$ cat config.mk
export PLATFORM = sky130hd
export DESIGN_NAME = vsfc_ctrl
export DESIGN_NICKNAME = d
export VERILOG_FILES = /design/src/vsfc_pkg.sv /design/src/vsfc_ctrl.sv
export SDC_FILE = /design/constraint.sdc
export NUM_CORES = 1
export LEC_CHECK = 0
export CELL_PAD_IN_SITES_DETAIL_PLACEMENT = 0
export CELL_PAD_IN_SITES_GLOBAL_PLACEMENT = 1
export CORE_AREA = 2 2 39 41
export CTS_CLUSTER_DIAMETER = 30
export CTS_CLUSTER_SIZE = 16
export DETAILED_ROUTE_END_ITERATION = 12
export DIE_AREA = 0 0 41 43
export DONT_BUFFER_PORTS = 1
export HOLD_SLACK_MARGIN = 0.15
export PLACE_DENSITY = 0.45
export SYNTH_ARGS = -nofsm -noshare
export SYNTH_HDL_FRONTEND = slang
export SYNTH_SLANG_ARGS = --single-unit
$ cat constraint.sdc
create_clock -name clk -period 1.6 [get_ports clk]
set_input_delay 0.4 -clock clk [delete_from_list [all_inputs] [get_ports clk]]
set_output_delay 0.4 -clock clk [all_outputs]
set_load 0.005 [all_outputs]
$ cat src/vsfc_pkg.sv
// Package for the voxel surface face classifier.
// Widths, grid limits, codes, controller states and the command/status structs.
// No dependencies.
package vsfc_pkg;

	localparam int COORD_W = 6;
	localparam int SIZE_W  = 7;
	localparam int ADDR_W  = 3 * COORD_W;
	localparam int CNT_W   = 5;
	localparam int OFS_W   = 2;
	localparam int CFG_W   = 2;

	localparam logic [SIZE_W-1:0] MAX_X      = 7'd64;
	localparam logic [SIZE_W-1:0] MAX_Y      = 7'd64;
	localparam logic [SIZE_W-1:0] MAX_Z      = 7'd64;
	localparam logic [SIZE_W-1:0] SIZE_RESET = 7'd64;

	// neighbourhood sweep: 3x3x3 reads, offsets 0..2 map to -1..+1
	localparam logic [CNT_W-1:0] NBR_TOTAL = 5'd27;
	localparam logic [OFS_W-1:0] OFS_LAST  = 2'd2;
	localparam logic [OFS_W-1:0] OFS_MID   = 2'd1;

	localparam logic MODE_WRITE    = 1'b0;
	localparam logic MODE_CLASSIFY = 1'b1;

	typedef enum logic [CFG_W-1:0] {
		CFG_SIZE_X = 2'd0,
		CFG_SIZE_Y = 2'd1,
		CFG_SIZE_Z = 2'd2
	} cfg_idx_t;

	typedef enum logic [1:0] {
		CLS_EMPTY      = 2'd0,
		CLS_SOLID      = 2'd1,
		CLS_VERTICAL   = 2'd2,
		CLS_HORIZONTAL = 2'd3
	} vox_class_t;

	typedef enum logic [2:0] {
		RES_ERROR,
		RES_WRITE,
		RES_EMPTY,
		RES_SOLID,
		RES_HORIZ,
		RES_SWEEP
	} res_sel_t;

	typedef enum logic [2:0] {
		ST_IDLE,
		ST_CHECK,
		ST_CENTRE,
		ST_SWEEP,
		ST_FINISH
	} state_t;

	typedef struct packed {
		logic     in_ready;
		logic     load;
		logic     mem_wr;
		logic     sweep_clr;
		logic     sweep_step;
		logic     res_load;
		res_sel_t res_sel;
		logic     out_load;
	} vsfc_cmd_t;

	typedef struct packed {
		logic in_valid;
		logic coord_err;
		logic is_write;
		logic centre_occ;
		logic border;
		logic ground;
		logic sweep_done;
		logic out_free;
	} vsfc_sts_t;

endpackage

$ cat src/vsfc_ctrl.sv
// Controller state machine: sequences check, store access, neighbourhood sweep and result.
// Depends on vsfc_pkg.
module vsfc_ctrl import vsfc_pkg::*; (
	input  logic      clk,
	input  logic      arst_n,
	input  vsfc_sts_t sts,
	output vsfc_cmd_t cmd
);

	state_t state_q, state_nx;

	always_ff @(posedge clk or negedge arst_n) begin
		if (!arst_n) begin
			state_q <= ST_IDLE;
		end else begin
			state_q <= state_nx;
		end
	end

	always_comb begin
		state_nx = state_q;
		case (state_q)
			ST_IDLE: begin
				if (sts.in_valid) state_nx = ST_CHECK;
			end
			ST_CHECK: begin
				if (sts.coord_err || sts.is_write) state_nx = ST_FINISH;
				else state_nx = ST_CENTRE;
			end
			ST_CENTRE: begin
				if (!sts.centre_occ || sts.border || sts.ground) state_nx = ST_FINISH;
				else state_nx = ST_SWEEP;
			end
			ST_SWEEP: begin
				if (sts.sweep_done) state_nx = ST_FINISH;
			end
			ST_FINISH: begin
				if (sts.out_free) state_nx = ST_IDLE;
			end
			default: state_nx = ST_IDLE;
		endcase
	end

	always_comb begin
		cmd = '0;
		cmd.res_sel = RES_ERROR;
		case (state_q)
			ST_IDLE: begin
				cmd.in_ready = 1'b1;
				cmd.load     = sts.in_valid;
			end
			ST_CHECK: begin
				// a classify reads the centre voxel at the latched address
				if (sts.coord_err) begin
					cmd.res_load = 1'b1;
					cmd.res_sel  = RES_ERROR;
				end else if (sts.is_write) begin
					cmd.mem_wr   = 1'b1;
					cmd.res_load = 1'b1;
					cmd.res_sel  = RES_WRITE;
				end
			end
			ST_CENTRE: begin
				// centre bit arrives from the store this cycle
				if (!sts.centre_occ) begin
					cmd.res_load = 1'b1;
					cmd.res_sel  = RES_EMPTY;
				end else if (sts.border) begin
					cmd.res_load = 1'b1;
					cmd.res_sel  = RES_SOLID;
				end else if (sts.ground) begin
					cmd.res_load = 1'b1;
					cmd.res_sel  = RES_HORIZ;
				end else begin
					cmd.sweep_clr = 1'b1;
				end
			end
			ST_SWEEP: begin
				cmd.sweep_step = 1'b1;
				if (sts.sweep_done) begin
					cmd.res_load = 1'b1;
					cmd.res_sel  = RES_SWEEP;
				end
			end
			ST_FINISH: begin
				cmd.out_load = sts.out_free;
			end
			default: ;
		endcase
	end

endmodule

# Yosys cells after proc, flatten, opt, wreduce, memory -nomap -nowiden
# Index checks and enable logic that the tools add are counted.
[op_classes]
eq_ne = 7
n_mux = 23
reduce_logical = 6
[op_table]
columns = ["cell", "n"]
rows = [
  ["2-to-1 mux 4 bit", 6],
  ["2-to-1 mux 3 bit", 5],
  ["case mux 3 bit (5 select lines)", 1],
  ["case mux 4 bit (3 select lines)", 1],
  ["2-to-1 mux 1 bit", 9],
  ["== test 3 x 2 -> 1 bit, second input constant", 2],
  ["!= test 2 bit, second input constant", 3],
  ["== test 3 x 1 -> 1 bit, second input constant", 1],
  ["== test 3 bit, second input constant", 1],
  ["zero test 3 bit", 1],
  ["logical OR 1 bit", 3],
  ["AND reduction 3 bit", 1],
  ["2-to-1 mux 2 bit", 1],
  ["zero test 1 bit", 1],
]
[totals]
register_bits = 3
input_bits = 10
out_inout_bits = 10
wordCells = 37

# Longest topological paths before layout
[logic_depth]
word_depth = 5
depth_mapped = 4

# Least setup slack after synthesis
# Ideal clock, no wire load.
[synth_path]
kind = "register -> output"
start = "register state_q[2]"
end = "output cmd[3] (netlist name)"
t_arrival_ps = 1050
required_time_ps = 1200
setup_slack_ps = 150
stages_incl_launch_ff = 3
n_path_buf = 0
cell_sequence = "dfrtp_1 > or3_4 > o31ai_2"
[synth_lines]
columns = ["item", "line_no", "rtl"]
rows = [
  ["from (decl)", "vsfc_ctrl.sv:10", "state_t state_q, state_nx;"],
  ["from (signal assigned)", "vsfc_ctrl.sv:16", "state_q <= state_nx;"],
  ["to (decl)", "vsfc_ctrl.sv:7", "output vsfc_cmd_t cmd"],
]

==> results.txt <==
Crit. Startpoint: state_q[1]
post-route minimum period: 1.686 ns
Distinct cells, synth: 23
Num CTS Buffers: 3
power per cell area: 1380 nW/um2
top cells by count, synth: nand3_1 (5), inv_1 (4), dfrtp_1 (3), nor2_1 (3), nor3_1 (3)
CP Capture Point: cmd[3]
Die Ht: 43 um
antenna-violating nets left: 0
clk_skew: 0.005285 ns
critical path type: reg -> out
Main synth FF type: dfrtp_1
unrepaired setup endpoints after global routing: true
setup violation total in the final timing report: 6
first-pass GRT wire length: 1524 um
period utilization: 105.4%
Relative slew margins: 78.54%
FF+latch count, synth: 3
via count: 345
final hold vios: 0
most instantiated library cell after synthesis: nand3_1
largest registers: state_q (3)
clock insertion delay at the later pin of the skew report: 0.24 ns
Worst EP arrival: 1.29 ns
number of global-route vias before repair: 345
Mapped Nets: 49
largest net degree at the start of global routing: 6
Peak VDD IR: 0.0003656 V
initial DRC count: 4
Seq/Total Area, Yosys: 25.21%
fin nets: 60
synthesized instance count: 39
CTS tree: yes
max reg flops: 3
Area contributors post-synth: dfrtp_1 (25%), nand3_1 (8.4%), nor3_1 (5.0%), inv_1 (5.0%), a31oi_1 (4.2%)
share of layout cells above drive strength 1: 46.94%
die area: 1763 um2
Design Area, Final: 442.9 um2
final WL: 880 um
Post-DP HPWL: 697.4 um
Ant. Diodes: 0
clock buffer depth: 2
worst hold path type: in -> reg
Layout Utilization: 32.01%
area leader, netlist: dfrtp_1
vias per cell: 5.308
FF-to-FF End: state_q[1]
synthesized cell area: 297.8 um2
Final WS setup: -0.08573 ns
Clock Sinks: 3
Max Cap Viol: 0
P&R area growth vs syn: 48.74%
ys async rst share: 100.0%
Max Clock Freq: 0.5932 GHz
FP Rows: 14
CP startpoint kind: register
clock root cell: clkbuf_4
R2R depth: 5
status: finished with violations
syn avg cell area: 7.636 um2
I/O pins: 20
Initial Util: 21.52%
failing checks: setup timing
total grt overflow: 0
Reg2Reg Setup Slack: 0.25 ns
Crit. End Element: primary output
DP Cell Count: 58
EDFF count, synth: 0
register bank with the most flops: state_q
initial antenna violation count: 0
GR Util All Layers: 13.24%
synth warn: 0
Fin Setup TNS: -0.3129 ns
GP Congestion: 0.7648
Leak: 0.2002 nW
WP data required: 1.20 ns
H-tree depth: 1
reg2reg start: state_q[1]
Slew Limit Fails: 0
placed inst area: 336.6 um2
DRC: 0
post-synth top area share: 25.21%
routed wire length per instance: 13.54 um
Worst Min Path Start: sts[1]
Die Wd: 41 um
crit-path max FO: 4
Core ar.: 1384 um2
total power: 0.6112 mW
worst slew pin tran: 0.3175 ns
I/O Buffers: 0
fill count: 159
Final Non-Filler Cells: 65
Worst-path clk slew: 0.04 ns
TritonRoute pass-1 iters: 4
[per-layer routing]
metal	global-route usage, %	share of wire (%)
met4	12.00	0
met3	2.618	7.4
met5	0	0
met1	16.35	39
met2	18.13	54
[cells by family (layout without fill, tap and decap cells)]
group | after synthesis | after routing | share of synthesized area, %
and+or+nand+nor | 21 | 21 | 41.60
AOI/OAI and AO/OA | 9 | 9 | 23.11
buffers and inverters | 6 | 16 | 10.08
DFF | 3 | 3 | 25.21
[critical path, cell delays in order (launching register included)]
cell     delay, ns
dfrtp_2       0.38
inv_2         0.04
or3_4         0.42
o31ai_4       0.20
[worst min path at each step]
stage	end	slack, ns	cells after the start
6_report	state_q[1]	0.26	1
3_5_place_dp	state_q[0]	0.10	0
4_1_cts	state_q[1]	0.26	1
2_1_floorplan	state_q[0]	0.10	0
5_1_grt	state_q[1]	0.26	1
3_3_place_gp	state_q[0]	0.10	0
[metrics by stage]
step / worst slack, ns / hold WS, ns
after global routing: -0.1390 / 0.2581
after global placement: 0.1157 / 0.1045
after CTS: -0.08058 / 0.2588
final: -0.08573 / 0.2647
after floorplan: 0.1503 / 0.1044
after detailed placement: 0.1007 / 0.1045
[final cells by class]
type	instances	area, um2	share of cell area [%]
sequential	3	78.83	17.80
inverter	5	18.77	4.237
clock buffer	4	26.28	5.932
timing repair buffer	7	58.81	13.28
tap	16	20.02	4.520
multi-input combinational	30	240.2	54.24
[report_power, final]
| part | switching [mW] | internal, mW | total (mW) |
|---|---|---|---|
| clock | 0.0412 | 0.0936 | 0.135 |
| combinational | 0.155 | 0.177 | 0.332 |
| sequential | 0.0369 | 0.107 | 0.144 |
[placed cells by master (no fill, tap or decap), drive strengths merged, types with 2 or more instances in the layout]
master	Yosys	final
buf	1	6
nand2	2	2
clkbuf	0	4
nor3	3	3
nor2	3	3
nand3	5	5
o22ai	2	2
inv	5	5
a31oi	2	2
dfrtp	3	3
[what timing repair did]
action                                 CTS  global route
hold buffers                             1             0
buffers inserted                         2             0
endpoints found under the hold margin    3             0
pin swaps                                4             0
setup endpoints to repair                7            10
gates resized for setup                  6             8
Note: power is estimated with default switching activity, not from simulation.
