File: config.mk
export PLATFORM = sky130hd
export DESIGN_NAME = vsfc_dp_flat
export DESIGN_NICKNAME = d
export VERILOG_FILES = /design/src/vsfc_pkg.sv /design/src/vsfc_if.sv /design/src/vsfc_dp.sv /design/src/flat_wrapper.sv
export SDC_FILE = /design/constraint.sdc
export NUM_CORES = 1
export LEC_CHECK = 0
export ABC_AREA = 1
export BUFFER_PORTS_ARGS = -buffer_cell sky130_fd_sc_hd__buf_2
export CAP_MARGIN = 20
export CELL_PAD_IN_SITES_DETAIL_PLACEMENT = 1
export CELL_PAD_IN_SITES_GLOBAL_PLACEMENT = 1
export CORE_MARGIN = 3
export CORE_UTILIZATION = 35
export DETAILED_ROUTE_END_ITERATION = 6
export PLACE_DENSITY_LB_ADDON = 0.12
export SETUP_SLACK_MARGIN = 0.02
export SYNTH_ARGS = -nofsm -noshare
export SYNTH_HDL_FRONTEND = slang
export SYNTH_SLANG_ARGS = --single-unit
File: constraint.sdc
create_clock -name clk -period 2.15 [get_ports clk]
set_input_delay 0.1075 -clock clk [delete_from_list [all_inputs] [get_ports clk]]
set_output_delay 0.1075 -clock clk [all_outputs]
set_load 0.03 [all_outputs]
File: src/vsfc_pkg.sv
// Package for the voxel surface face classifier.
// Widths, grid limits, codes, controller states and the command/status structs.
// No dependencies.
package vsfc_pkg;

	localparam int COORD_W = 6;
	localparam int SIZE_W  = 7;
	localparam int ADDR_W  = 3 * COORD_W;
	localparam int CNT_W   = 5;
	localparam int OFS_W   = 2;
	localparam int CFG_W   = 2;

	localparam logic [SIZE_W-1:0] MAX_X      = 7'd64;
	localparam logic [SIZE_W-1:0] MAX_Y      = 7'd64;
	localparam logic [SIZE_W-1:0] MAX_Z      = 7'd64;
	localparam logic [SIZE_W-1:0] SIZE_RESET = 7'd64;

	// neighbourhood sweep: 3x3x3 reads, offsets 0..2 map to -1..+1
	localparam logic [CNT_W-1:0] NBR_TOTAL = 5'd27;
	localparam logic [OFS_W-1:0] OFS_LAST  = 2'd2;
	localparam logic [OFS_W-1:0] OFS_MID   = 2'd1;

	localparam logic MODE_WRITE    = 1'b0;
	localparam logic MODE_CLASSIFY = 1'b1;

	typedef enum logic [CFG_W-1:0] {
		CFG_SIZE_X = 2'd0,
		CFG_SIZE_Y = 2'd1,
		CFG_SIZE_Z = 2'd2
	} cfg_idx_t;

	typedef enum logic [1:0] {
		CLS_EMPTY      = 2'd0,
		CLS_SOLID      = 2'd1,
		CLS_VERTICAL   = 2'd2,
		CLS_HORIZONTAL = 2'd3
	} vox_class_t;

	typedef enum logic [2:0] {
		RES_ERROR,
		RES_WRITE,
		RES_EMPTY,
		RES_SOLID,
		RES_HORIZ,
		RES_SWEEP
	} res_sel_t;

	typedef enum logic [2:0] {
		ST_IDLE,
		ST_CHECK,
		ST_CENTRE,
		ST_SWEEP,
		ST_FINISH
	} state_t;

	typedef struct packed {
		logic     in_ready;
		logic     load;
		logic     mem_wr;
		logic     sweep_clr;
		logic     sweep_step;
		logic     res_load;
		res_sel_t res_sel;
		logic     out_load;
	} vsfc_cmd_t;

	typedef struct packed {
		logic in_valid;
		logic coord_err;
		logic is_write;
		logic centre_occ;
		logic border;
		logic ground;
		logic sweep_done;
		logic out_free;
	} vsfc_sts_t;

endpackage

File: src/vsfc_if.sv
// Channel interfaces: request items, result items and the configuration write channel.
// Depends on vsfc_pkg.
interface vsfc_req_if import vsfc_pkg::*; ();
	logic               valid;
	logic               ready;
	logic               mode;
	logic [COORD_W-1:0] coord_x;
	logic [COORD_W-1:0] coord_y;
	logic [COORD_W-1:0] coord_z;
	logic               occupied;

	modport source (output valid, mode, coord_x, coord_y, coord_z, occupied, input ready);
	modport sink   (input valid, mode, coord_x, coord_y, coord_z, occupied, output ready);
endinterface

interface vsfc_rsp_if import vsfc_pkg::*; ();
	logic       valid;
	logic       ready;
	logic [1:0] voxel_class;
	logic       error;

	modport source (output valid, voxel_class, error, input ready);
	modport sink   (input valid, voxel_class, error, output ready);
endinterface

interface vsfc_cfg_if import vsfc_pkg::*; ();
	logic              valid;
	logic              ready;
	logic [CFG_W-1:0]  index;
	logic [SIZE_W-1:0] data;

	modport source (output valid, index, data, input ready);
	modport sink   (input valid, index, data, output ready);
endinterface

File: src/vsfc_dp.sv
// Datapath: size registers, item latch, store addressing, sweep accumulator, result register.
// Depends on vsfc_pkg and the channel interfaces.
module vsfc_dp import vsfc_pkg::*; (
	input  logic              clk,
	input  logic              arst_n,
	vsfc_req_if.sink          req,
	vsfc_cfg_if.sink          cfg,
	vsfc_rsp_if.source        rsp,
	input  vsfc_cmd_t         cmd,
	output vsfc_sts_t         sts,
	output logic              mem_we,
	output logic [ADDR_W-1:0] mem_addr,
	output logic              mem_wdata,
	input  logic              mem_rdata
);

	logic [SIZE_W-1:0]  size_x_q, size_y_q, size_z_q;
	logic [SIZE_W-1:0]  sx, sy, sz;
	logic               mode_q, occ_q;
	logic [COORD_W-1:0] x_q, y_q, z_q;
	logic [SIZE_W-1:0]  xe, ye, ze;

	logic [CNT_W-1:0]   cnt_q;
	logic [OFS_W-1:0]   ix_q, iy_q, iz_q;
	logic [OFS_W-1:0]   px_q, py_q, pz_q;
	logic               pvalid_q, all_q, side_q;
	logic               all_nx, side_nx, prev_side, issue;
	logic [COORD_W-1:0] nx, ny, nz;

	logic [1:0]         res_cls_q;
	logic               res_err_q;
	logic               rsp_valid_q;
	logic [1:0]         rsp_cls_q;
	logic               rsp_err_q;
	vox_class_t         sweep_cls;

	// configuration
	assign cfg.ready = 1'b1;

	always_ff @(posedge clk or negedge arst_n) begin
		if (!arst_n) begin
			size_x_q <= SIZE_RESET;
			size_y_q <= SIZE_RESET;
			size_z_q <= SIZE_RESET;
		end else if (cfg.valid) begin
			case (cfg.index)
				CFG_SIZE_X: size_x_q <= cfg.data;
				CFG_SIZE_Y: size_y_q <= cfg.data;
				CFG_SIZE_Z: size_z_q <= cfg.data;
				default: ;
			endcase
		end
	end

	assign sx = (size_x_q > MAX_X) ? MAX_X : size_x_q;
	assign sy = (size_y_q > MAX_Y) ? MAX_Y : size_y_q;
	assign sz = (size_z_q > MAX_Z) ? MAX_Z : size_z_q;

	// item latch
	assign req.ready = cmd.in_ready;

	always_ff @(posedge clk) begin
		if (cmd.load) begin
			mode_q <= req.mode;
			x_q    <= req.coord_x;
			y_q    <= req.coord_y;
			z_q    <= req.coord_z;
			occ_q  <= req.occupied;
		end
	end

	assign xe = {1'b0, x_q};
	assign ye = {1'b0, y_q};
	assign ze = {1'b0, z_q};

	assign sts.in_valid   = req.valid;
	assign sts.coord_err  = (xe >= sx) || (ye >= sy) || (ze >= sz);
	assign sts.is_write   = (mode_q == MODE_WRITE);
	assign sts.centre_occ = mem_rdata;
	assign sts.border     = (x_q == '0) || (y_q == '0) ||
	                        (xe + 7'd1 >= sx) || (ye + 7'd1 >= sy) || (ze + 7'd1 >= sz);
	assign sts.ground     = (z_q == '0);
	assign sts.sweep_done = (cnt_q == NBR_TOTAL);
	assign sts.out_free   = !rsp_valid_q || rsp.ready;

	// store access; neighbour offsets run 0..2 for -1..+1
	assign issue = cmd.sweep_step && (cnt_q != NBR_TOTAL);
	assign nx    = x_q + {{(COORD_W-OFS_W){1'b0}}, ix_q} - 6'd1;
	assign ny    = y_q + {{(COORD_W-OFS_W){1'b0}}, iy_q} - 6'd1;
	assign nz    = z_q + {{(COORD_W-OFS_W){1'b0}}, iz_q} - 6'd1;

	assign mem_we    = cmd.mem_wr;
	assign mem_wdata = occ_q;
	assign mem_addr  = cmd.sweep_step ? {nx, ny, nz} : {x_q, y_q, z_q};

	// the four in-plane side neighbours: same layer, exactly one of x or y offset
	assign prev_side = (pz_q == OFS_MID) &&
	                   ((px_q == OFS_MID) != (py_q == OFS_MID));
	assign all_nx    = all_q & (!pvalid_q | mem_rdata);
	assign side_nx   = side_q | (pvalid_q & prev_side & !mem_rdata);

	always_ff @(posedge clk or negedge arst_n) begin
		if (!arst_n) begin
			cnt_q    <= '0;
			ix_q     <= '0;
			iy_q     <= '0;
			iz_q     <= '0;
			pvalid_q <= 1'b0;
			all_q    <= 1'b1;
			side_q   <= 1'b0;
		end else if (cmd.sweep_clr) begin
			cnt_q    <= '0;
			ix_q     <= '0;
			iy_q     <= '0;
			iz_q     <= '0;
			pvalid_q <= 1'b0;
			all_q    <= 1'b1;
			side_q   <= 1'b0;
		end else if (cmd.sweep_step) begin
			all_q    <= all_nx;
			side_q   <= side_nx;
			pvalid_q <= issue;
			if (issue) begin
				cnt_q <= cnt_q + 5'd1;
				if (iz_q == OFS_LAST) begin
					iz_q <= '0;
					if (iy_q == OFS_LAST) begin
						iy_q <= '0;
						ix_q <= ix_q + 2'd1;
					end else begin
						iy_q <= iy_q + 2'd1;
					end
				end else begin
					iz_q <= iz_q + 2'd1;
				end
			end
		end
	end

	always_ff @(posedge clk) begin
		if (issue) begin
			px_q <= ix_q;
			py_q <= iy_q;
			pz_q <= iz_q;
		end
	end

	assign sweep_cls = all_nx ? CLS_SOLID : (side_nx ? CLS_VERTICAL : CLS_HORIZONTAL);

	// result staging and output register
	always_ff @(posedge clk) begin
		if (cmd.res_load) begin
			res_err_q <= (cmd.res_sel == RES_ERROR);
			case (cmd.res_sel)
				RES_ERROR: res_cls_q <= CLS_EMPTY;
				RES_WRITE: res_cls_q <= CLS_EMPTY;
				RES_EMPTY: res_cls_q <= CLS_EMPTY;
				RES_SOLID: res_cls_q <= CLS_SOLID;
				RES_HORIZ: res_cls_q <= CLS_HORIZONTAL;
				RES_SWEEP: res_cls_q <= sweep_cls;
				default:   res_cls_q <= CLS_EMPTY;
			endcase
		end
		if (cmd.out_load) begin
			rsp_cls_q <= res_cls_q;
			rsp_err_q <= res_err_q;
		end
	end

	always_ff @(posedge clk or negedge arst_n) begin
		if (!arst_n) begin
			rsp_valid_q <= 1'b0;
		end else if (cmd.out_load) begin
			rsp_valid_q <= 1'b1;
		end else if (rsp.ready) begin
			rsp_valid_q <= 1'b0;
		end
	end

	assign rsp.valid       = rsp_valid_q;
	assign rsp.voxel_class = rsp_cls_q;
	assign rsp.error       = rsp_err_q;

endmodule

File: src/flat_wrapper.sv
// flat-port wrapper written by rule: the top's interface ports become plain ports
module vsfc_dp_flat import vsfc_pkg::*;
  (clk, arst_n, cmd, sts, mem_we, mem_addr, mem_wdata, mem_rdata, req_valid, req_mode, req_coord_x, req_coord_y, req_coord_z, req_occupied, req_ready, cfg_valid, cfg_index, cfg_data, cfg_ready, rsp_valid, rsp_voxel_class, rsp_error, rsp_ready);
  vsfc_req_if req_i ();
  vsfc_cfg_if cfg_i ();
  vsfc_rsp_if rsp_i ();
  input  logic clk;
  input  logic arst_n;
  input  vsfc_cmd_t cmd;
  output vsfc_sts_t sts;
  output logic mem_we;
  output logic [ADDR_W-1:0] mem_addr;
  output logic mem_wdata;
  input  logic mem_rdata;
  input wire logic [$bits(req_i.valid)-1:0] req_valid;
  input wire logic [$bits(req_i.mode)-1:0] req_mode;
  input wire logic [$bits(req_i.coord_x)-1:0] req_coord_x;
  input wire logic [$bits(req_i.coord_y)-1:0] req_coord_y;
  input wire logic [$bits(req_i.coord_z)-1:0] req_coord_z;
  input wire logic [$bits(req_i.occupied)-1:0] req_occupied;
  output wire logic [$bits(req_i.ready)-1:0] req_ready;
  input wire logic [$bits(cfg_i.valid)-1:0] cfg_valid;
  input wire logic [$bits(cfg_i.index)-1:0] cfg_index;
  input wire logic [$bits(cfg_i.data)-1:0] cfg_data;
  output wire logic [$bits(cfg_i.ready)-1:0] cfg_ready;
  output wire logic [$bits(rsp_i.valid)-1:0] rsp_valid;
  output wire logic [$bits(rsp_i.voxel_class)-1:0] rsp_voxel_class;
  output wire logic [$bits(rsp_i.error)-1:0] rsp_error;
  input wire logic [$bits(rsp_i.ready)-1:0] rsp_ready;
  assign req_i.valid = req_valid;
  assign req_i.mode = req_mode;
  assign req_i.coord_x = req_coord_x;
  assign req_i.coord_y = req_coord_y;
  assign req_i.coord_z = req_coord_z;
  assign req_i.occupied = req_occupied;
  assign req_ready = req_i.ready;
  assign cfg_i.valid = cfg_valid;
  assign cfg_i.index = cfg_index;
  assign cfg_i.data = cfg_data;
  assign cfg_ready = cfg_i.ready;
  assign rsp_valid = rsp_i.valid;
  assign rsp_voxel_class = rsp_i.voxel_class;
  assign rsp_error = rsp_i.error;
  assign rsp_i.ready = rsp_ready;
  vsfc_dp u_core (.clk(clk), .arst_n(arst_n), .req(req_i), .cfg(cfg_i), .rsp(rsp_i), .cmd(cmd), .sts(sts), .mem_we(mem_we), .mem_addr(mem_addr), .mem_wdata(mem_wdata), .mem_rdata(mem_rdata));
endmodule
# [Word level (Yosys, flattened, before mapping)]
# Cells that the tools add are included.
[totals] register_bits=68 output_inout_bits=34
[classes] add_sub_neg=13 magnitude_cmp=9 eq_ne=13 mux=32 bitwise_logic=6 reduce_logical=28
[ops] cell="two-way mux 2 bit" count=15
[ops] cell="adder 6 x 1 -> 7 bit, second input constant" count=3
[ops] cell=">= comparator 6 x 7 -> 1 bit" count=3
[ops] cell=">= comparator 7 bit" count=3
[ops] cell="> comparator 7 bit, second input constant" count=3
[ops] cell="two-way mux 7 bit" count=3
[ops] cell="adder 6 x 2 -> 6 bit" count=3
[ops] cell="logical NOT 6 bit" count=3
[ops] cell="two-way mux 18 bit" count=1
[ops] cell="subtractor 6 x 1 -> 6 bit, second input constant" count=3
[ops] cell="two-way mux 5 bit" count=3
[ops] cell="nonzero test 2 bit" count=5
[ops] cell="two-way mux 1 bit" count=9
[ops] cell="equality test 2 x 1 -> 1 bit, second input constant" count=4
[ops] cell="AND reduction 2 bit" count=4
[ops] cell="logical OR 1 bit" count=7
[ops] cell="adder 2 x 1 -> 2 bit, second input constant" count=3
[ops] cell="equality test 2 bit, second input constant" count=3
[ops] cell="equality test 3 bit, second input constant" count=2
[ops] cell="case mux 2 bit (3 select lines)" count=1
[ops] cell="adder 5 x 1 -> 5 bit, second input constant" count=1
[ops] cell="equality test 5 bit, second input constant" count=1
[ops] cell="inequality test 5 bit, second input constant" count=1
[ops] cell="AND reduction 4 bit" count=1
[ops] cell="10 further kinds" count=16

# [Logic depth before layout (Yosys ltp)]
# Gate-level depths: netlist (run 1).
[depth] word_depth=9 ltp_mapped=14 mapped_depth_nobuf=14

# [Worst setup path before layout (run 1)]
# Ideal clock, no wire load.
[synth_timing] path_type="register -> output" start="reg u_core.y_q[1]" end="out mem_addr[8]" arrival_time_ps=2154 t_required_ps=2043 slack_ps=-112 stages_incl_launch_ff=8 n_path_buf=0 cell_sequence="edfxtp_1 inv_1 ha_1 inv_1 ha_1 inv_1 fa_1 o21ai_0"
[synth_via] elab_chain_len=3
[synth_lines] element="start: declaration" line="vsfc_dp.sv:20" text="logic [COORD_W-1:0] x_q, y_q, z_q;"
[synth_lines] element="start signal: assignment" line="vsfc_dp.sv:66" text="y_q <= req.coord_y;"
[synth_lines] element="adder 6 x 2 -> 6 bit" line="vsfc_dp.sv:89" text="assign ny = y_q + {{(COORD_W-OFS_W){1'b0}}, iy_q} - 6'd1;"
[synth_lines] element="subtractor 6 x 1 -> 6 bit" line="vsfc_dp.sv:89"
[synth_lines] element="two-way mux 18 bit" line="vsfc_dp.sv:94" text="assign mem_addr = cmd.sweep_step ? {nx, ny, nz} : {x_q, y_q, z_q};"
[synth_lines] element="end: declaration" line="flat_wrapper.sv:12" text="output logic [ADDR_W-1:0] mem_addr;"
# No other way between the ends.

# [Final worst setup path (run 1)]
[layout_timing] start="reg u_core.y_q[1]" end="out mem_addr[11]"
# The elaborated chain is that of the path after synthesis.

==> summary.txt, run 1 <==
Fmax: 412 MHz
Number of global-route vias before repair: 4986
Proportion of layout cells with a drive suffix above 1: 33.4%
Count of standard-cell rows: 43
Post-route total power: 5.00 mW
Worst setup SP type: register
Failing checks: negative setup slack
Crit path setup slack, layout: -0.276 ns
Clock slew at reported path FFs: 0.06 ns
Number of antenna diodes: 0
Simple-gate share of the synthesized area: 21.4%
Met3 track demand over resource in global routing: 2.71%
TritonCTS clock tree: yes
GR Layer Usage met1: 22.7%
Peak-usage layer in the global routing report: met2
Hold violation count in the final report: 0
Critical path endpoint category: primary output
Unrepaired setup endpoints after global routing: true
GRT Util Overall: 19.2%
Arrival @ worst endpoint: 2.32 ns
Critical path fanouts, max: 2
Number of warnings reported in the yosys synthesis log: 0
Result of the run: complete, but fails checks
Starting Density: 36.0%
XOR/XNOR Fraction of Synth Area: 2.10%
Max Cap Violations: 0
Detailed-routing iteration count for the pre-antenna-repair pass: 4
Synthesized-area fraction occupied by adder cells: 21.2%
Placement Setup Slack: -0.0251 ns
Remaining global-route overflow: 0
Mapped cell area: 5010 µm²
Average cell area after synthesis: 8.30 µm²
Via density: 4.82
Worst vdd ir: 366 µV
DR vias: 4541
Number of cells in the finished layout apart from fillers: 943
Static power due to leakage: 3.43 nW
Pin count of the biggest net entering global routing: 37
Placed instance count: 876
Total Die Area: 15800 µm²
Type of the setup path with the least slack: register to primary output
RD Place Congestion: 0.816
Buffer cell driving the clock tree root: sky130_fd_sc_hd__clkbuf_16
Post-route ant nets: 0
Setup slack of the most critical reg-to-reg path: 0.72 ns
Number of design-rule violations left by the first detailed-router iteration: 117
Layout area overhead: 39.9%
Fraction of met2 tracks used by global routing: 34.9%
DIE WIDTH: 126 µm
Post-DP HPWL: 10800 µm
Core outline area: 13900 µm²
Maximum level of the CTS H-tree: 3
Min cycle time layout: 2.43 ns
Syn Inst Count: 604
Required time of the critical path: 2.04 ns
Latest clock arrival within the worst-skew pair: 0.34 ns
Post-route fraction of the period consumed by the critical path: 113%
Combinational family with the most area after synthesis: simple AND/OR/NAND/NOR gates
I/O Buffers: 71
Final routed wirelength across all metal layers: 14900 µm
Worst Hold Class: input pin to register
Count of unique library cells instantiated by Yosys: 33
Sequential cell area fraction in the yosys report: 37.3%
Pwr Density: 713 nW/µm²
Final Setup Violations: 10
Slew of the pin with the lowest slew margin: 0.885 ns
Slew Viols, Final: 0
Multiplexer fraction of the synthesized cell area: 0%
Post-detailed-route wirelength per cell: 15.8 µm
Count of state elements after synthesis: 68
DR DRC count: 0
Synth Area in Compound Gates: 8.74%
Global-route wire length before repair: 24500 µm
# nets final: 886
Maximum clock skew at final layout: 0.00459 ns
Die boundary height: 126 µm
Worst rel slew slack: 41.0%
I/O pin count: 79
Antenna violations before repair: 0
Total number of clock tree sinks: 68
Net count of the mapped netlist: 732
Maximum clock path buffer count: 2
Number of buffers added by the clock tree synthesis step: 9
==> Yosys cell counts (all sizes together) <==
cell type  instances  share of area [%]
nand3b             8                1.2
a21oi             26                2.6
nand3             41                4.1
a211o              1               0.17
nand4              9                1.2
a21boi             6               0.90
nand2            146                 11
dfrtp             32                 16
conb               1              0.075
clkbuf             1              0.075
xor2              12                2.1
ha                80                 20
buf               12                1.7
edfxtp            32                 19
fa                 3                1.2
and3               1               0.12
nor3               6               0.92
inv               99                7.4
dfstp              4                2.1
o21ai             50                5.1
nor2              34                2.6
==> final cells by class <==
type                       count  area, µm²
fill                        1651       6920
multi-input combinational    424       3110
sequential                    68       1870
timing repair buffer         156       1140
inverter                      99        387
clock buffer                  14        274
tap                          180        225
clock inverter                 2       8.76
==> per-layer routing <==
layer	part of all wire (%)	routed length, µm
met2	52	7820
met4	2.6	383
met1	43	6360
met5	0	0
met3	2.4	353
==> metrics by stage <==
step | cell area (µm²) | setup TNS, ns | utilization (%) | hold WS [ns]
finish | 7010 | -1.96 | 50.3 | 0.0162
global route | 7010 | -3.31 | 50.3 | 0.0136
CTS | 6740 | -1.93 | 48.4 | 0.00534
detailed placement | 5760 | -0.0251 | 41.3 | 0.215
global placement | 5760 | 0 | 41.3 | 0.215
floorplan | 5010 | 0 | - | -0.188
==> final timing paths <==
check                                      end  depth (start not counted)              from
setup / recovery                  mem_addr[11]                         13     u_core.y_q[1]
hold / removal             u_core.res_cls_q[1]                          1            cmd[4]
setup reg to reg                u_core.px_q[1]                          4   u_core.cnt_q[0]
hold reg to reg               u_core.rsp.error                          0  u_core.res_err_q
max in group asynchronous   u_core.size_x_q[5]                          2            arst_n
min in group asynchronous      u_core.cnt_q[3]                          2            arst_n
==> flip-flops by register name (all words and copies together), names as in the netlist, 5 cells and up <==
signal           count
u_core.size_z_q      7
u_core.x_q           6
u_core.size_x_q      7
u_core.cnt_q         5
u_core.z_q           6
u_core.size_y_q      7
u_core.y_q           6
==> cells in the final DEF, fill, tap and decap left out, types with 17 or more instances in the layout <==
cell type / netlist / routed
sky130_fd_sc_hd__buf_6: 2 / 17
sky130_fd_sc_hd__nand2_1: 142 / 131
sky130_fd_sc_hd__o21ai_0: 47 / 35
sky130_fd_sc_hd__inv_2: 6 / 21
sky130_fd_sc_hd__a21oi_1: 26 / 17
sky130_fd_sc_hd__buf_4: 6 / 61
sky130_fd_sc_hd__inv_1: 93 / 72
sky130_fd_sc_hd__dfrtp_1: 32 / 32
sky130_fd_sc_hd__dlygate4sd3_1: 0 / 21
sky130_fd_sc_hd__edfxtp_1: 32 / 32
sky130_fd_sc_hd__buf_2: 4 / 57
sky130_fd_sc_hd__nor2_1: 33 / 28
sky130_fd_sc_hd__nand3_1: 41 / 32
sky130_fd_sc_hd__ha_4: 0 / 17
sky130_fd_sc_hd__ha_1: 80 / 59
==> kinds of logic (layout without fill, tap and decap cells) <==
family,Yosys count,count (layout)
and+or+nand+nor,245,245
buffers and inverters,112,271
adders and majority gates,83,83
AOI/OAI and AO/OA,83,83
DFF,68,68
xor gates and xnor gates,12,12
other,1,1
==> worst max-delay path, stage by stage, from the launching register on <==
cell and delay (ns):
sky130_fd_sc_hd__edfxtp_1 0.43, sky130_fd_sc_hd__inv_2 0.10, sky130_fd_sc_hd__buf_6 0.10, sky130_fd_sc_hd__ha_4 0.18
sky130_fd_sc_hd__inv_2 0.06, sky130_fd_sc_hd__ha_4 0.13, sky130_fd_sc_hd__inv_2 0.04, sky130_fd_sc_hd__fa_2 0.32
sky130_fd_sc_hd__inv_2 0.09, sky130_fd_sc_hd__nand3_4 0.08, sky130_fd_sc_hd__a21oi_2 0.14, sky130_fd_sc_hd__nand3b_1 0.11
sky130_fd_sc_hd__nand2_1 0.07, sky130_fd_sc_hd__buf_6 0.14
==> repair_timing <==
action,in CTS,in global routing
pin swaps,27,23
gates resized for setup,98,47
endpoints found under the setup margin,14,14
hold endpoints to repair,52,0
setup buffers,22,9
hold buffers,21,0
==> power by group <==
group	switching, mW	total [mW]	internal (mW)	leakage (nW)
Combinational	1.09	1.94	0.843	2.52
Sequential	0.117	1.63	1.51	0.769
Clock	0.561	1.43	0.871	0.140
Power figures use the tool's default switching activity.
==> run 2: changes to the inputs <==
CORE_UTILIZATION = 30   (was 35)
==> summary.txt, run 2 (synthesis gave the netlist of run 1 again) <==
Worst rel slew slack: 41.5% (+0.50 points)
Number of design-rule violations left by the first detailed-router iteration: 100 (-15%)
Min cycle time layout: 2.44 ns (+0.0120 ns)
Latest clock arrival within the worst-skew pair: 0.35 ns (about the same)
DR DRC count: 0 (unchanged)
Fmax: 410 MHz (-0.49%)
Setup slack of the most critical reg-to-reg path: 0.71 ns (about the same)
Source of the worst register-to-register timing path: u_core.cnt_q[0]
Post-detailed-route wirelength per cell: 15.1 µm (-4.2%)
Most common library cell in the layout ignoring fill and taps: sky130_fd_sc_hd__nand2_1
Placement Setup Slack: -0.00256 ns (+0.0225 ns)
Post-DP HPWL: 11200 µm (+3.0%)
Placed instance count: 913 (+4.2%)
Maximum level of the CTS H-tree: 3 (unchanged)
Clock slew at reported path FFs: 0.06 ns (about the same)
Post-layout utilization of the core: 43.5% (-6.9 points)
Total Die Area: 18300 µm² (+16%)
Depth of the worst hold-timing path: 1 (unchanged)
Crit path setup slack, layout: -0.288 ns (-0.0120 ns)
Max Cap Violations: 0 (unchanged)
Proportion of layout cells with a drive suffix above 1: 32.1% (-1.3 points)
Largest regs: u_core.size_x_q (7), u_core.size_y_q (7), u_core.size_z_q (7)
Slew of the pin with the lowest slew margin: 0.877 ns (-0.00756 ns)
Maximum clock path buffer count: 2 (unchanged)
Number of buffers added by the clock tree synthesis step: 9 (unchanged)
RD Place Congestion: 0.779 (-4.5%)
Worst Hold Launch: cmd[4]
Post-route total power: 4.99 mW (about the same)
Remaining global-route overflow: 0 (unchanged)
Total number of clock tree sinks: 68 (unchanged)
TritonCTS clock tree: yes
Post-place instance area: 5810 µm² (+0.91%)
Global-route wire length before repair: 23600 µm (-3.7%)
Slew Viols, Final: 0 (unchanged)
DIE WIDTH: 135 µm (+7.6%)
DR vias: 4474 (-1.5%)
Destination of the worst hold path: u_core.res_err_q
Antenna violations before repair: 0 (unchanged)
Hold violation count in the final report: 0 (unchanged)
Result of the run: complete, but fails checks
Buffer cell driving the clock tree root: sky130_fd_sc_hd__clkbuf_16
Length in cells of the worst reg-to-reg path: 4 (unchanged)
I/O Buffers: 71 (unchanged)
Count of standard-cell rows: 46 (+7.0%)
GRT Util Overall: 16.5% (-2.7 points)
Starting Density: 31.1% (-4.9 points)
Via density: 4.57 (-5.1%)
Core outline area: 16100 µm² (+16%)
Reg2Reg Capture Point: u_core.px_q[0]
Critical path endpoint category: primary output
Most frequent cells in the layout: 131 x sky130_fd_sc_hd__nand2_1, 69 x sky130_fd_sc_hd__inv_1, 64 x sky130_fd_sc_hd__ha_1, 63 x sky130_fd_sc_hd__buf_4, 57 x sky130_fd_sc_hd__buf_2
Final Setup Violations: 11 (+1)
Number of antenna diodes: 0 (unchanged)
Detailed-routing iteration count for the pre-antenna-repair pass: 4 (unchanged)
Maximum clock skew at final layout: 0.00835 ns (+0.00376 ns)
Worst vdd ir: 398 µV (+8.7%)
Final-layout setup total negative slack: -2.02 ns (-0.0626 ns)
# nets final: 886 (unchanged)
Pwr Density: 713 nW/µm² (about the same)
Pin count of the biggest net entering global routing: 37 (unchanged)
Worst Hold Slack: 0.0105 ns (-0.00565 ns)
Arrival @ worst endpoint: 2.33 ns (about the same)
Required time of the critical path: 2.04 ns (about the same)
Layout area overhead: 39.8%
Worst Hold Class: input pin to register
Number of cells in the finished layout apart from fillers: 979 (+3.8%)
Post-route ant nets: 0 (unchanged)
I/O pin count: 79 (unchanged)
Type of the setup path with the least slack: register to primary output
Die boundary height: 135 µm (+7.6%)
Static power due to leakage: 3.41 nW (-0.61%)
Number of global-route vias before repair: 4740 (-4.9%)
Final routed wirelength across all metal layers: 14800 µm (-0.54%)
Critical path fanouts, max: 4 (+2)
Worst setup SP type: register
Post-route fraction of the period consumed by the critical path: 113% (+0.56 points)
Failing checks: negative setup slack
Final design area excluding fillers: 7000 µm² (-0.11%)
Unrepaired setup endpoints after global routing: true
## run 2: changes by cell type in the layout (fill, tap and decap cells not counted), moves of 4 or more
cell	delta
sky130_fd_sc_hd__nor2_2	-4
sky130_fd_sc_hd__ha_4	-4
sky130_fd_sc_hd__nor2_1	+4
sky130_fd_sc_hd__ha_1	+5
## run 2: power breakdown
part / internal [mW] / total [mW] / switching (mW) / leakage [nW]
Combinational: 0.830 / 1.92 / 1.09 / 2.51
Sequential: 1.51 / 1.62 / 0.107 / 0.769
Clock: 0.894 / 1.45 / 0.558 / 0.135
Total: 3.24 / 4.99 / 1.76 / 3.41
## run 2: worst max path at each step
| stage | start | end | slack (ns) | cells after the start |
|---|---|---|---|---|
| floorplan | u_core.y_q[1] | mem_addr[11] | 0.09 | 11 |
| global placement | u_core.z_q[1] | mem_addr[5] | 0.05 | 12 |
| detailed placement | u_core.z_q[1] | mem_addr[5] | -0.003 | 12 |
| CTS | u_core.y_q[1] | sts[3] | -0.31 | 14 |
| global route | u_core.z_q[3] | sts[3] | -0.45 | 11 |
| finish | u_core.x_q[4] | sts[3] | -0.29 | 13 |
## run 2: worst max-delay path, cell delays in order (launching register included)
cell,delay [ns]
sky130_fd_sc_hd__edfxtp_1,0.44
sky130_fd_sc_hd__ha_1,0.23
sky130_fd_sc_hd__nand4_1,0.11
sky130_fd_sc_hd__xor2_1,0.23
sky130_fd_sc_hd__ha_1,0.27
sky130_fd_sc_hd__nand2_1,0.06
sky130_fd_sc_hd__inv_1,0.05
sky130_fd_sc_hd__nand2_1,0.07
sky130_fd_sc_hd__nand2_1,0.05
sky130_fd_sc_hd__inv_1,0.05
sky130_fd_sc_hd__nand3_1,0.07
sky130_fd_sc_hd__nor2_1,0.10
sky130_fd_sc_hd__nand2_1,0.09
sky130_fd_sc_hd__buf_6,0.15
## run 2: what timing repair did
item / 4_1_cts / 5_1_grt
pin swaps: 20 / 24
setup endpoints to repair: 13 / 14
hold endpoints to repair: 52 / 0
hold buffers: 21 / 0
gates resized for setup: 75 / 67
setup buffers: 13 / 17
## run 2: area by class of cell
type,instances,area (µm²)
fill,1944,9110
multi-input combinational,424,3050
sequential,68,1870
timing repair buffer,156,1140
inverter,99,399
tap,216,270
clock buffer,13,240
clock inverter,3,38.8
## run 2: layer usage
layer,up-vias,share of wire [%],GRT usage [%],routed length (µm)
li1,2280,-,-,-
met1,2124,44,20.1,6570
met2,50,51,28.8,7580
met3,20,2.7,3.34,405
met4,0,1.8,5.71,269
met5,-,0,0,0
==> run 3: changes to the inputs <==
CORE_UTILIZATION = 43   (was 30)
==> summary.txt, run 3 (synthesis gave the netlist of run 1 again) <==
Result of the run: complete, but fails checks
Failing checks: negative hold slack, negative setup slack
Antenna violations before repair: 0 (unchanged)
Min cycle time layout: 2.74 ns (+0.305 ns)
# nets final: 909 (+2.6%)
Post-DP HPWL: 10700 µm (-3.8%)
Number of design-rule violations left by the first detailed-router iteration: 557 (+460%)
Type of the setup path with the least slack: register to primary output
DR vias: 5320 (+19%)
Worst setup path start: u_core.y_q[2]
Switching share of total power: 37.5% (+2.3 points)
Max Cap Violations: 0 (unchanged)
Total Die Area: 13000 µm² (-29%)
Length in cells of the worst reg-to-reg path: 6 (+2)
Worst Hold Class: input pin to register
Required time of the critical path: 2.04 ns (about the same)
I/O pin count: 79 (unchanged)
Switching power summed over all nets: 2.29 mW (+30%)
Pwr Density: 817 nW/µm² (+15%)
Critical path fanouts, max: 3 (-1)
Maximum level of the CTS H-tree: 3 (unchanged)
Latest clock arrival within the worst-skew pair: 0.36 ns (about the same)
Maximum clock skew at final layout: 0.00737 ns (-0.000983 ns)
Total number of clock tree sinks: 68 (unchanged)
Number of global-route vias before repair: 5441 (+15%)
Worst rel slew slack: 41.4% (-0.10 points)
Crit path setup slack, layout: -0.593 ns (-0.305 ns)
Count of standard-cell rows: 38 (-17%)
Final-layout setup total negative slack: -3.68 ns (-1.66 ns)
Sequential group share of total power: 26.8% (-5.6 points)
Worst Hold Slack: -0.00437 ns (-0.0149 ns)
Critical path endpoint: sts[3]
Post-route ant nets: 0 (unchanged)
Core outline area: 11100 µm² (-31%)
Placed instance count: 827 (-9.4%)
Maximum clock path buffer count: 2 (unchanged)
Starting Density: 45.0% (+14 points)
Post-route fraction of the period consumed by the critical path: 128% (+14 points)
Critical path endpoint category: primary output
Internal Dissipation: 3.81 mW (+18%)
Most frequent cells in the layout: 117 x sky130_fd_sc_hd__nand2_1, 76 x sky130_fd_sc_hd__buf_4, 60 x sky130_fd_sc_hd__inv_1, 57 x sky130_fd_sc_hd__buf_2, 48 x sky130_fd_sc_hd__ha_1
TritonCTS clock tree: yes
Number of cells in the finished layout apart from fillers: 926 (-5.4%)
Pin count of the biggest net entering global routing: 37 (unchanged)
Proportion of layout cells with a drive suffix above 1: 41.0% (+8.9 points)
RD Place Congestion: 0.836 (+7.4%)
DIE WIDTH: 114 µm (-16%)
Remaining global-route overflow: 0 (unchanged)
Final Setup Violations: 14 (+3)
Number of buffers added by the clock tree synthesis step: 9 (unchanged)
Worst setup SP type: register
Arrival @ worst endpoint: 2.64 ns (+0.31 ns)
Layout area overhead: 48.9%
Number of antenna diodes: 0 (unchanged)
I/O Buffers: 71 (unchanged)
Via density: 5.75 (+26%)
Most common library cell in the layout ignoring fill and taps: sky130_fd_sc_hd__nand2_1
Share of power burned in the clock network: 31.4% (+2.3 points)
Fmax: 365 MHz (-11%)
Hold violation count in the final report: 1 (+1)
Worst vdd ir: 938 µV (+140%)
Buffer cell driving the clock tree root: sky130_fd_sc_hd__clkbuf_16
DR DRC count: 0 (unchanged)
Setup slack of the most critical reg-to-reg path: 0.65 ns (-0.06 ns)
Reg2Reg Capture Point: u_core.iz_q[1]
Combinational share of power: 41.8% (+3.3 points)
Largest regs: u_core.size_x_q (7), u_core.size_y_q (7), u_core.size_z_q (7)
Die boundary height: 114 µm (-16%)
Post-detailed-route wirelength per cell: 24.9 µm (+65%)
Clock slew at reported path FFs: 0.07 ns (about the same)
Slew of the pin with the lowest slew margin: 0.879 ns (+0.00157 ns)
Unrepaired setup endpoints after global routing: true
Slew Viols, Final: 0 (unchanged)
Fill cell count: 1272 (-35%)
Final routed wirelength across all metal layers: 23100 µm (+56%)
Global-route wire length before repair: 28300 µm (+20%)
GRT Util Overall: 28.3% (+12 points)
Static power due to leakage: 3.59 nW (+5.2%)
Source of the worst register-to-register timing path: u_core.cnt_q[0]
Detailed-routing iteration count for the pre-antenna-repair pass: 5 (+1)
-- run 3: cell types whose count changed in the layout (fill, tap and decap cells not counted), moves of 9 or more --
cell                      change
sky130_fd_sc_hd__ha_1        -16
sky130_fd_sc_hd__nand2_1     -14
sky130_fd_sc_hd__buf_4       +13
sky130_fd_sc_hd__ha_4        +12
sky130_fd_sc_hd__buf_6       +11
sky130_fd_sc_hd__nand2_2     +11
sky130_fd_sc_hd__inv_1        -9
sky130_fd_sc_hd__inv_2        +9
-- run 3: power groups by stage --
stage               Combinational (mW)  Clock, mW  Sequential, mW
floorplan                        0.991          0            1.64
global route                      2.70       1.97            1.65
global placement                  1.38          0            1.65
detailed placement                1.47          0            1.65
CTS                               1.90       1.85            1.61
finish                            2.55       1.91            1.63
-- run 3: what timing repair did --
| item | in CTS | in global routing |
|---|---|---|
| resized for setup | 100 | 111 |
| hold buffers | 21 | 0 |
| endpoints found under the setup margin | 14 | 14 |
| pin swaps | 55 | 48 |
| hold endpoints to repair | 52 | 0 |
| setup buffers | 44 | 21 |
-- run 3: area by class of cell --
| cell class | count | area (µm²) | area share [%] |
|---|---|---|---|
| clock buffer | 9 | 225 | 3.02 |
| multi-input combinational | 424 | 3300 | 44.2 |
| inverter | 99 | 407 | 5.45 |
| sequential | 68 | 1870 | 25.0 |
| clock inverter | 7 | 139 | 1.86 |
| tap | 140 | 175 | 2.35 |
| timing repair buffer | 179 | 1350 | 18.1 |
-- run 3: worst min path at each step --
stage / end / from / slack (ns) / cells after the start
after floorplan: u_core.cnt_q[0] / arst_n / -0.19 / 0
after global placement: sts[7] / req_valid / 0.22 / 0
after detailed placement: sts[7] / req_valid / 0.22 / 0
after CTS: u_core.res_cls_q[0] / cmd[4] / 0.009 / 1
after global routing: u_core.res_cls_q[0] / cmd[4] / 0.008 / 1
final: u_core.rsp.valid / cmd[0] / -0.004 / 3
-- run 3: layer usage --
layer | GRT usage (%) | wire, µm | share of wire [%]
met5 | 0 | 0 | 0
met4 | 13.9 | 1120 | 4.8
met2 | 52.2 | 11900 | 51
met3 | 4.51 | 1250 | 5.4
met1 | 31.3 | 8860 | 38
-- run 3: stage by stage --
step                      util (%)  hold slack, ns  power [mW]  setup WS [ns]  instance area [µm²]
after CTS                     61.9         0.00888        5.36         -0.262                 6890
after detailed placement      50.7           0.215        3.12         -0.105                 5640
after floorplan                  -          -0.188        2.63         0.0920                 5010
after global routing          67.1         0.00802        6.32         -0.710                 7460
final                         67.1        -0.00437        6.09         -0.593                 7460
after global placement        50.7           0.215        3.03         0.0490                 5640
-- run 3: worst max-delay path: stages (launching register included) --
cell	delay [ns]
sky130_fd_sc_hd__edfxtp_1	0.48
sky130_fd_sc_hd__buf_6	0.17
sky130_fd_sc_hd__ha_2	0.19
sky130_fd_sc_hd__nand2_2	0.11
sky130_fd_sc_hd__xor2_2	0.15
sky130_fd_sc_hd__ha_1	0.25
sky130_fd_sc_hd__nand2_1	0.10
sky130_fd_sc_hd__nand2_1	0.12
sky130_fd_sc_hd__nand2_2	0.10
sky130_fd_sc_hd__nand2_1	0.09
sky130_fd_sc_hd__inv_1	0.08
sky130_fd_sc_hd__nand3_1	0.07
sky130_fd_sc_hd__nor2_1	0.09
sky130_fd_sc_hd__nand2_1	0.10
sky130_fd_sc_hd__buf_6	0.16
